`config.mk`:
```
export PLATFORM = sky130hd
export DESIGN_NAME = n2kfd_decode
export DESIGN_NICKNAME = d
export VERILOG_FILES = /design/src/rtl/nmea2000_frame_decoder_macros.svh /design/src/rtl/n2kfd_pkg.sv /design/src/rtl/n2kfd_decode.sv
export SDC_FILE = /design/constraint.sdc
export NUM_CORES = 1
export LEC_CHECK = 0
export BUFFER_PORTS_ARGS = -buffer_cell sky130_fd_sc_hd__buf_2
export CAP_MARGIN = 20
export CORE_AREA = 2 2 134 97
export DETAILED_ROUTE_END_ITERATION = 8
export DIE_AREA = 0 0 136 99
export PLACE_DENSITY = 0.76
export SLEW_MARGIN = 20
export SYNTH_ARGS = -nofsm -noshare
export SYNTH_HDL_FRONTEND = slang
export SYNTH_SLANG_ARGS = --single-unit
```
`constraint.sdc`:
```
create_clock -name vclk -period 4.7
set_clock_uncertainty 0.1 [all_clocks]
set_input_delay 0.705 -clock vclk [all_inputs]
set_output_delay 0.705 -clock vclk [all_outputs]
set_load 0.01 [all_outputs]
```
`src/rtl/nmea2000_frame_decoder_macros.svh`:
```
// Assertion macros shared by the frame decoder RTL.
// Each macro builds one clocked concurrent assertion that is disabled during reset.
`ifndef NMEA2000_FRAME_DECODER_MACROS_SVH
`define NMEA2000_FRAME_DECODER_MACROS_SVH

// The consequent must hold in the same cycle as the antecedent.
`define N2KFD_ASSERT_IMPLY(label, clk, rst, ante, cons, msg) \
  label: assert property (@(posedge clk) disable iff (rst) (ante) |-> (cons)) \
    else $error(msg);

// The consequent must hold in the cycle after the antecedent.
`define N2KFD_ASSERT_NEXT(label, clk, rst, ante, cons, msg) \
  label: assert property (@(posedge clk) disable iff (rst) (ante) |=> (cons)) \
    else $error(msg);

`endif

```
`src/rtl/n2kfd_pkg.sv`:
```
package n2kfd_pkg;

  // Port widths.
  localparam int ID_W      = 29;
  localparam int LEN_W     = 4;
  localparam int PAYLOAD_W = 64;
  localparam int GROUP_W   = 18;
  localparam int PRIO_W    = 3;
  localparam int ADDR_W    = 8;
  localparam int KIND_W    = 4;
  localparam int VALUE_W   = 64;

  // Number of fraction bits in every decoded value.
  localparam int FRAC_BITS = 24;

  // Scaling is done as a multiply by a rounded-up reciprocal with RECIP_SHIFT extra
  // fraction bits. Sixty bits keep the error below the smallest distance to a rounding
  // boundary for every raw value and factor, so the result is exact.
  localparam int MAG_W       = 32;
  localparam int RECIP_SHIFT = 60;
  localparam int COEFF_SHIFT = FRAC_BITS + RECIP_SHIFT;
  localparam int COEFF_W     = COEFF_SHIFT;
  localparam int CHUNK_W     = 32;
  localparam int NCHUNK      = (COEFF_W + CHUNK_W - 1) / CHUNK_W;
  localparam int COEFF_PAD_W = NCHUNK * CHUNK_W;
  localparam int PROD_W      = MAG_W + CHUNK_W;
  localparam int SUM_W       = MAG_W + COEFF_PAD_W;
  localparam int WIDE_W      = 192;

  localparam logic [SUM_W-1:0] ROUND_HALF = SUM_W'(1) << (RECIP_SHIFT - 1);

  // Unit factors as exact fractions.
  localparam logic [WIDE_W-1:0] WIDE_ONE  = WIDE_W'(1);
  localparam logic [WIDE_W-1:0] ANG_NUM   = WIDE_W'(64'd572957795130823);
  localparam logic [WIDE_W-1:0] ANG_DEN   = WIDE_W'(64'd100000000000000000);
  localparam logic [WIDE_W-1:0] KN_NUM    = WIDE_W'(64'd10000);
  localparam logic [WIDE_W-1:0] KN_DEN    = WIDE_W'(64'd514444);
  localparam logic [WIDE_W-1:0] CENTI_DEN = WIDE_W'(64'd100);
  localparam logic [WIDE_W-1:0] MILLI_DEN = WIDE_W'(64'd1000);
  localparam logic [WIDE_W-1:0] E7_DEN    = WIDE_W'(64'd10000000);

  // Reciprocals rounded up: ceil(num * 2^(FRAC_BITS + RECIP_SHIFT) / den).
  localparam logic [WIDE_W-1:0] ANG_WIDE =
    ((ANG_NUM << COEFF_SHIFT) + ANG_DEN - WIDE_ONE) / ANG_DEN;
  localparam logic [WIDE_W-1:0] KN_WIDE =
    ((KN_NUM << COEFF_SHIFT) + KN_DEN - WIDE_ONE) / KN_DEN;
  localparam logic [WIDE_W-1:0] CENTI_WIDE =
    ((WIDE_ONE << COEFF_SHIFT) + CENTI_DEN - WIDE_ONE) / CENTI_DEN;
  localparam logic [WIDE_W-1:0] MILLI_WIDE =
    ((WIDE_ONE << COEFF_SHIFT) + MILLI_DEN - WIDE_ONE) / MILLI_DEN;
  localparam logic [WIDE_W-1:0] E7_WIDE =
    ((WIDE_ONE << COEFF_SHIFT) + E7_DEN - WIDE_ONE) / E7_DEN;

  localparam logic [COEFF_W-1:0] COEFF_ANGLE = ANG_WIDE[COEFF_W-1:0];
  localparam logic [COEFF_W-1:0] COEFF_KNOTS = KN_WIDE[COEFF_W-1:0];
  localparam logic [COEFF_W-1:0] COEFF_CENTI = CENTI_WIDE[COEFF_W-1:0];
  localparam logic [COEFF_W-1:0] COEFF_MILLI = MILLI_WIDE[COEFF_W-1:0];
  localparam logic [COEFF_W-1:0] COEFF_E7    = E7_WIDE[COEFF_W-1:0];

  // Known parameter group numbers.
  localparam logic [GROUP_W-1:0] PGN_HEADING  = 18'd127250;
  localparam logic [GROUP_W-1:0] PGN_ATTITUDE = 18'd127257;
  localparam logic [GROUP_W-1:0] PGN_SPEED    = 18'd128259;
  localparam logic [GROUP_W-1:0] PGN_DEPTH    = 18'd128267;
  localparam logic [GROUP_W-1:0] PGN_POSITION = 18'd129025;
  localparam logic [GROUP_W-1:0] PGN_COG_SOG  = 18'd129026;
  localparam logic [GROUP_W-1:0] PGN_WIND     = 18'd130306;
  localparam logic [GROUP_W-1:0] PGN_WATER_T  = 18'd130310;

  // PDU2 format starts at this PF value; PS is then part of the group number.
  localparam logic [7:0] PF_PDU2_MIN = 8'd240;

  // Not-available markers.
  localparam logic [15:0] NA_S16 = 16'h7FFF;
  localparam logic [15:0] NA_U16 = 16'hFFFF;
  localparam logic [31:0] NA_S32 = 32'h7FFFFFFF;
  localparam logic [31:0] NA_U32 = 32'hFFFFFFFF;

  // Water temperature offset in hundredths of a kelvin.
  localparam logic [MAG_W-1:0] KELVIN_CENTI = MAG_W'(27315);

  localparam logic [2:0] WIND_REF_APPARENT = 3'd2;

  // Frame length limits.
  localparam logic [LEN_W-1:0] MAX_BYTES        = LEN_W'(8);
  localparam logic [LEN_W-1:0] MIN_LEN_HEADING  = LEN_W'(7);
  localparam logic [LEN_W-1:0] MIN_LEN_ATTITUDE = LEN_W'(7);
  localparam logic [LEN_W-1:0] MIN_LEN_SPEED    = LEN_W'(3);
  localparam logic [LEN_W-1:0] MIN_LEN_DEPTH    = LEN_W'(7);
  localparam logic [LEN_W-1:0] MIN_LEN_POSITION = LEN_W'(8);
  localparam logic [LEN_W-1:0] MIN_LEN_COG_SOG  = LEN_W'(6);
  localparam logic [LEN_W-1:0] MIN_LEN_WIND     = LEN_W'(6);
  localparam logic [LEN_W-1:0] MIN_LEN_WATER_T  = LEN_W'(3);

  typedef enum logic [KIND_W-1:0] {
    KIND_NONE     = 4'd0,
    KIND_HEADING  = 4'd1,
    KIND_ATTITUDE = 4'd2,
    KIND_SPEED    = 4'd3,
    KIND_DEPTH    = 4'd4,
    KIND_POSITION = 4'd5,
    KIND_COG_SOG  = 4'd6,
    KIND_WIND     = 4'd7,
    KIND_WATER_T  = 4'd8,
    KIND_UNKNOWN  = 4'd9
  } kind_t;

  typedef enum logic [2:0] {
    SCALE_ANGLE,
    SCALE_KNOTS,
    SCALE_CENTI,
    SCALE_MILLI,
    SCALE_E7
  } scale_t;

  // One quantity to scale: sign and magnitude of the raw count plus the unit factor.
  typedef struct packed {
    logic             neg;
    logic [MAG_W-1:0] mag;
    scale_t           scale;
  } lane_op_t;

  // Everything about a frame that does not pass through the multipliers.
  typedef struct packed {
    logic [GROUP_W-1:0] group_number;
    logic [PRIO_W-1:0]  msg_priority;
    logic [ADDR_W-1:0]  source_address;
    kind_t              kind;
    logic               decoded_ok;
    logic               has_a;
    logic               has_b;
    logic               has_c;
    logic               wind_apparent;
  } hdr_t;

  // Load enables for the two register stages inside a scaling lane.
  typedef struct packed {
    logic ld_prod;
    logic ld_round;
  } lane_ctl_t;

  // Reciprocal coefficient for a unit factor.
  function automatic logic [COEFF_W-1:0] scale_coeff(input scale_t sel);
    logic [COEFF_W-1:0] coeff;
    unique case (sel)
      SCALE_ANGLE: coeff = COEFF_ANGLE;
      SCALE_KNOTS: coeff = COEFF_KNOTS;
      SCALE_CENTI: coeff = COEFF_CENTI;
      SCALE_MILLI: coeff = COEFF_MILLI;
      SCALE_E7:    coeff = COEFF_E7;
      default:     coeff = '0;
    endcase
    return coeff;
  endfunction

endpackage

```
`src/rtl/n2kfd_decode.sv`:
```
module n2kfd_decode (
  input  logic                           is_extended,
  input  logic [n2kfd_pkg::ID_W-1:0]      frame_id,
  input  logic [n2kfd_pkg::LEN_W-1:0]     byte_count,
  input  logic [n2kfd_pkg::PAYLOAD_W-1:0] payload,
  output n2kfd_pkg::hdr_t                 hdr,
  output n2kfd_pkg::lane_op_t             op_a,
  output n2kfd_pkg::lane_op_t             op_b,
  output n2kfd_pkg::lane_op_t             op_c
);
  import n2kfd_pkg::*;

  logic [LEN_W-1:0]   len;
  logic [7:0]         pf;
  logic [GROUP_W-1:0] pgn;
  kind_t              kind;
  logic [15:0]        f16_1;
  logic [15:0]        f16_2;
  logic [15:0]        f16_3;
  logic [15:0]        f16_4;
  logic [15:0]        f16_5;
  logic [31:0]        f32_0;
  logic [31:0]        f32_1;
  logic [31:0]        f32_4;
  logic [7:0]         byte5;

  // Signed raw count to sign and magnitude.
  function automatic lane_op_t op_signed(input logic [MAG_W-1:0] raw, input scale_t sel);
    lane_op_t op;
    op.neg   = raw[MAG_W-1];
    op.mag   = raw[MAG_W-1] ? (~raw + 1'b1) : raw;
    op.scale = sel;
    return op;
  endfunction

  function automatic lane_op_t op_unsigned(input logic [MAG_W-1:0] raw, input scale_t sel);
    lane_op_t op;
    op.neg   = 1'b0;
    op.mag   = raw;
    op.scale = sel;
    return op;
  endfunction

  function automatic logic [MAG_W-1:0] sext16(input logic [15:0] x);
    return {{(MAG_W - 16){x[15]}}, x};
  endfunction

  // Byte counts above eight count as eight.
  assign len = (byte_count > MAX_BYTES) ? MAX_BYTES : byte_count;

  // Group number: DP and PF always, PS only for the PDU2 format.
  assign pf  = frame_id[23:16];
  assign pgn = {1'b0, frame_id[24], pf, (pf >= PF_PDU2_MIN) ? frame_id[15:8] : 8'h00};

  // Little-endian payload fields.
  assign f16_1 = payload[8 +: 16];
  assign f16_2 = payload[16 +: 16];
  assign f16_3 = payload[24 +: 16];
  assign f16_4 = payload[32 +: 16];
  assign f16_5 = payload[40 +: 16];
  assign f32_0 = payload[0 +: 32];
  assign f32_1 = payload[8 +: 32];
  assign f32_4 = payload[32 +: 32];
  assign byte5 = payload[40 +: 8];

  // Match the group number against the known messages.
  always_comb begin
    unique case (pgn)
      PGN_HEADING:  kind = KIND_HEADING;
      PGN_ATTITUDE: kind = KIND_ATTITUDE;
      PGN_SPEED:    kind = KIND_SPEED;
      PGN_DEPTH:    kind = KIND_DEPTH;
      PGN_POSITION: kind = KIND_POSITION;
      PGN_COG_SOG:  kind = KIND_COG_SOG;
      PGN_WIND:     kind = KIND_WIND;
      PGN_WATER_T:  kind = KIND_WATER_T;
      default:      kind = KIND_UNKNOWN;
    endcase
  end

  // Field selection, presence flags and unit factor for each quantity.
  always_comb begin
    hdr  = '0;
    op_a = '0;
    op_b = '0;
    op_c = '0;
    if (is_extended) begin
      hdr.group_number   = pgn;
      hdr.msg_priority   = frame_id[28:26];
      hdr.source_address = frame_id[7:0];
      hdr.kind           = kind;
      unique case (kind)
        KIND_HEADING: begin
          if (len >= MIN_LEN_HEADING) begin
            hdr.has_a      = (f16_1 != NA_S16);
            hdr.has_b      = (f16_5 != NA_S16);
            hdr.decoded_ok = (f16_1 != NA_S16);
            op_a = op_signed(sext16(f16_1), SCALE_ANGLE);
            op_b = op_signed(sext16(f16_5), SCALE_ANGLE);
          end
        end
        KIND_ATTITUDE: begin
          if (len >= MIN_LEN_ATTITUDE) begin
            hdr.has_a      = 1'b1;
            hdr.has_b      = 1'b1;
            hdr.has_c      = 1'b1;
            hdr.decoded_ok = 1'b1;
            op_a = op_signed(sext16(f16_1), SCALE_ANGLE);
            op_b = op_signed(sext16(f16_3), SCALE_ANGLE);
            op_c = op_signed(sext16(f16_5), SCALE_ANGLE);
          end
        end
        KIND_SPEED: begin
          if (len >= MIN_LEN_SPEED) begin
            hdr.has_a      = (f16_1 != NA_U16);
            hdr.decoded_ok = (f16_1 != NA_U16);
            op_a = op_unsigned(MAG_W'(f16_1), SCALE_KNOTS);
          end
        end
        KIND_DEPTH: begin
          if (len >= MIN_LEN_DEPTH) begin
            hdr.has_a      = (f32_1 != NA_U32);
            hdr.has_b      = 1'b1;
            hdr.decoded_ok = (f32_1 != NA_U32);
            op_a = op_unsigned(f32_1, SCALE_CENTI);
            op_b = op_signed(sext16(f16_5), SCALE_MILLI);
          end
        end
        KIND_POSITION: begin
          // Longitude is only trusted when latitude is available.
          if (len >= MIN_LEN_POSITION) begin
            hdr.has_a      = (f32_0 != NA_S32);
            hdr.has_b      = (f32_0 != NA_S32);
            hdr.decoded_ok = (f32_0 != NA_S32);
            op_a = op_signed(f32_0, SCALE_E7);
            op_b = op_signed(f32_4, SCALE_E7);
          end
        end
        KIND_COG_SOG: begin
          if (len >= MIN_LEN_COG_SOG) begin
            hdr.has_a      = (f16_2 != NA_U16);
            hdr.has_b      = (f16_4 != NA_U16);
            hdr.decoded_ok = (f16_2 != NA_U16) || (f16_4 != NA_U16);
            op_a = op_unsigned(MAG_W'(f16_2), SCALE_ANGLE);
            op_b = op_unsigned(MAG_W'(f16_4), SCALE_KNOTS);
          end
        end
        KIND_WIND: begin
          if (len >= MIN_LEN_WIND) begin
            hdr.has_a         = (f16_1 != NA_U16);
            hdr.has_b         = (f16_3 != NA_U16);
            hdr.decoded_ok    = (f16_1 != NA_U16) || (f16_3 != NA_U16);
            hdr.wind_apparent = (byte5[2:0] == WIND_REF_APPARENT);
            op_a = op_unsigned(MAG_W'(f16_1), SCALE_KNOTS);
            op_b = op_unsigned(MAG_W'(f16_3), SCALE_ANGLE);
          end
        end
        KIND_WATER_T: begin
          // Hundredths of a kelvin to degrees Celsius: subtract the offset before scaling.
          if (len >= MIN_LEN_WATER_T) begin
            hdr.has_a      = (f16_1 != NA_U16);
            hdr.decoded_ok = (f16_1 != NA_U16);
            op_a = op_signed(MAG_W'(f16_1) - KELVIN_CENTI, SCALE_CENTI);
          end
        end
        default: begin
        end
      endcase
    end
  end

endmodule

```
# Word level (Yosys, flattened, before mapping)
# Cells that the tools add are included.
[totals]
register_bits = 0
in_bits = 98
out_inout_bits = 146
[classes]
n_addsub = 7
magnitude_cmp = 6
n_eq_ne = 25
muxes = 41
n_bitwise = 6
reduce_logical = 4
[ops]
columns = ["cell", "count"]
rows = [
  ["$mux 36", 11],
  ["$pmux 36 s7", 1],
  ["$pmux 36 s6", 1],
  ["$add 32x1->32 const B", 6],
  ["$mux 32", 6],
  ["$not 32->32", 6],
  ["$eq 17x17->1 const B", 8],
  ["$mux 19", 5],
  ["$ne 16x16->1 const B", 4],
  ["$mux 37", 1],
  ["$mux 35", 1],
  ["$ne 16x15->1 const B", 2],
  ["$ne 32x31->1 const B", 1],
  ["$ne 32x32->1 const B", 1],
  ["$pmux 4 s8", 1],
  ["$sub 16x15->17 const B", 1],
  ["$eq 4x3->1 const B", 4],
  ["$mux 3", 5],
  ["$pmux 2 s7", 1],
  ["$eq 4x2->1 const B", 2],
  ["$ge 4x3->1 const B", 2],
  ["$ge 8x8->1 const B", 1],
  ["$mux 4", 2],
  ["$mux 8", 1],
  ["other kinds (11)", 15],
]

# Depth between registers and ports, before layout
[logic_depth]
ltp_word = 8
depth_mapped = 12
ltp_nobuf = 10

# Worst setup path before layout
# OpenSTA, ideal clock, no wires.
[synth_timing]
kind = "input to output"
from = "input port payload[43] (netlist bit)"
to = "output port op_b[30] (netlist bit)"
arrival_time_ps = 3370
required_time_ps = 3895
slack_ps = 525
path_stages = 9
n_path_buf = 1
cell_sequence = "buf_2 > or4_4 > or4_4 > or3_4 > or4_4 > or2_4 > o41ai_4 > xor2_1 > nor2_1"
[synth_lines]
columns = ["element", "line", "rtl"]
rows = [
  ["start: declaration", "n2kfd_decode.sv:5", "input logic [n2kfd_pkg::PAYLOAD_W-1:0] payload,"],
  ["end: declaration", "n2kfd_decode.sv:8", "output n2kfd_pkg::lane_op_t op_b,"],
]

==> results.yml <==
sta:
  fin_crit_ns: 4.44
  rsz0062_at_grt: "false"
  setup_viol: 0
  fin_setup_tns_ns: 0
  hold_viol: 0
  worst_pin_slew_ns: 0.824
  max_freq_mhz: 225
  fin_crit_sh_pct: 94.5
  slew_violations: 0
  maxSlewHeadroom_pct: 44.8
min_path:
  worstHoldPathType: "in -> out"
routing:
  drt_iter0_drc: 1090
  vias: 7789
  drt_pre_antenna_iters: 8
  ant_nets: 0
  drt-total-wl_um: 23300
  route.detailed.drc: 0
  post_drt_wl_per_cell_um: 18.6
  routed_via_density: 6.24
final_layout:
  final_area_um2: 6570
  design.seq.count: 0
  layout.nets: 1198
  area_growth_pct: 22.1
  seq_area_um2: 0
  fin_util_pct: 54.0
  clockBufferCount: 0
  drive_above_1_share_pct: 25.9
  final_cells: 1249
  num_antenna_cells: 0
logic_synthesis:
  seq_area_frac_synth_pct: 0
  yosys.area.top_type: "o21ai_0"
  synth_top_area_share_pct: 8.74
  postSynthAreaPerCell_um2: 5.89
  yosysMostFrequentCell: "nand2_1"
  synth_area_um2: 5390
  synthTopCellsByCount: "nand2_1, o21ai_0, nor2_1"
  syn_inst: 915
  ys_warn_count: 0
  synthTopCellsByArea: "o21ai_0, a21oi_1, xnor2_1, nand2_1, xor2_1"
  netlist-cell-type-count: 72
floorplanning:
  core_area_um2: 12200
  core.rowCount: 34
  dieHeight_um: 99
  die_w_um: 136
  start_util_pct: 44.3
  io_pins: 244
  dieArea_um2: 13500
grt:
  grt_max_degree: 37
  grt_overflow_total: 0
  first_global_vias: 6783
  grt_pass1_wl_um: 36000
  track_usage_pct: 32.4
  antenna_found_initial: 0
critical_path:
  arrival_ns: 3.64
  cp-end-kind: "output pin"
  critPathMaxFanout: 11
  crit_type: "in -> out"
  cp_data_required_time_ns: 3.89
  start_kind: "input pin"
placement:
  globalplace.congestion: 1.00
  dpl.cell_count: 1249
  io_buffers: 223
  dpl_cell_area_um2: 6570
  dp_hpwl_um: 18200
clocking:
  cts_hold_buf: 0
power:
  vdd_drop_max_mv: 0.0353
  cellPowerDensity_nw_per_um2: 58.8
  p_leak_nw: 2.84
job:
  cap_violations: 0
run_status:
  outcome: "completed"
==> cells by family (layout without fill, tap and decap cells) <==
group | after synthesis | in the layout | synth area share [%]
xor gates and xnor gates | 82 | 82 | 13.3
adders and majority gates | 11 | 11 | 2.56
and+or+nand+nor | 393 | 393 | 38.2
other | 1 | 20 | 0.0696
buffers and inverters | 128 | 281 | 10.6
AOI/OAI and AO/OA | 300 | 300 | 35.2
==> worst max-delay path, stage by stage <==
cell and delay (ns):
buf_2 0.15, or2_2 0.35, nor4_1 0.65, and3_1 0.60, nand2_1 0.35, o31ai_1 0.35
a221oi_1 0.09, a21oi_1 0.21, buf_2 0.16
==> metal layers <==
metal,vias up,part of all wire [%],global-route usage [%]
li1,3618,-,-
met1,3499,42,48.9
met5,-,0,0
met4,0,1.8,6.25
met2,625,42,47.9
met3,47,14,5.45
==> what timing repair did <==
| action | CTS | global route |
|---|---|---|
| resized for setup | 0 | 1 |
| buffers inserted | 0 | 0 |
| setup endpoints to repair | 0 | 1 |
==> where the power goes <==
group	internal, mW	switching [mW]	leakage [nW]
Clock	0	0	0
Combinational	0.145	0.241	2.84
Sequential	0	0	0
==> metrics by stage <==
step | worst slack [ns] | hold slack, ns | power [mW]
detailed placement | 0.298 | 1.61 | 0.373
floorplan | 0.525 | 1.45 | 0.254
CTS | 0.282 | 1.61 | 0.374
finish | 0.257 | 1.61 | 0.386
global route | 0.0808 | 1.61 | 0.418
global placement | 0.340 | 1.60 | 0.370
==> area by class of cell <==
class                      instances  area, µm²
multi-input combinational        806       4900
tap                              162        203
fill                            1274       5590
inverter                          26       97.6
timing repair buffer             255       1370
==> cells in the final DEF (no fill, tap or decap), types with 7 or more instances in the layout <==
master and instances:
buf_2 223, nand2_1 97, o21ai_0 94, nor2_1 86
a21oi_1 80, xnor2_1 43, xor2_1 39, and2_1 37
buf_4 31, or3_1 28, inv_1 25, conb_1 20
nand3_1 19, nor3_1 18, a31oi_1 18, o31ai_1 15
nor4_1 13, a22oi_1 13, nand2b_1 12, and3_1 11
nand4_1 11, ha_1 11, or4_1 10, or2_2 9
a221oi_1 9, nand3b_1 8, o211ai_1 7
==> worst paths after layout <==
check | from | endpoint | slack (ns) | cells past startpoint
worst max-delay path | frame_id[11] | op_b[5] | 0.26 | 9
worst min-delay path | frame_id[7] | hdr[16] | 1.61 | 3
Note: power is estimated with default switching activity, not from simulation.
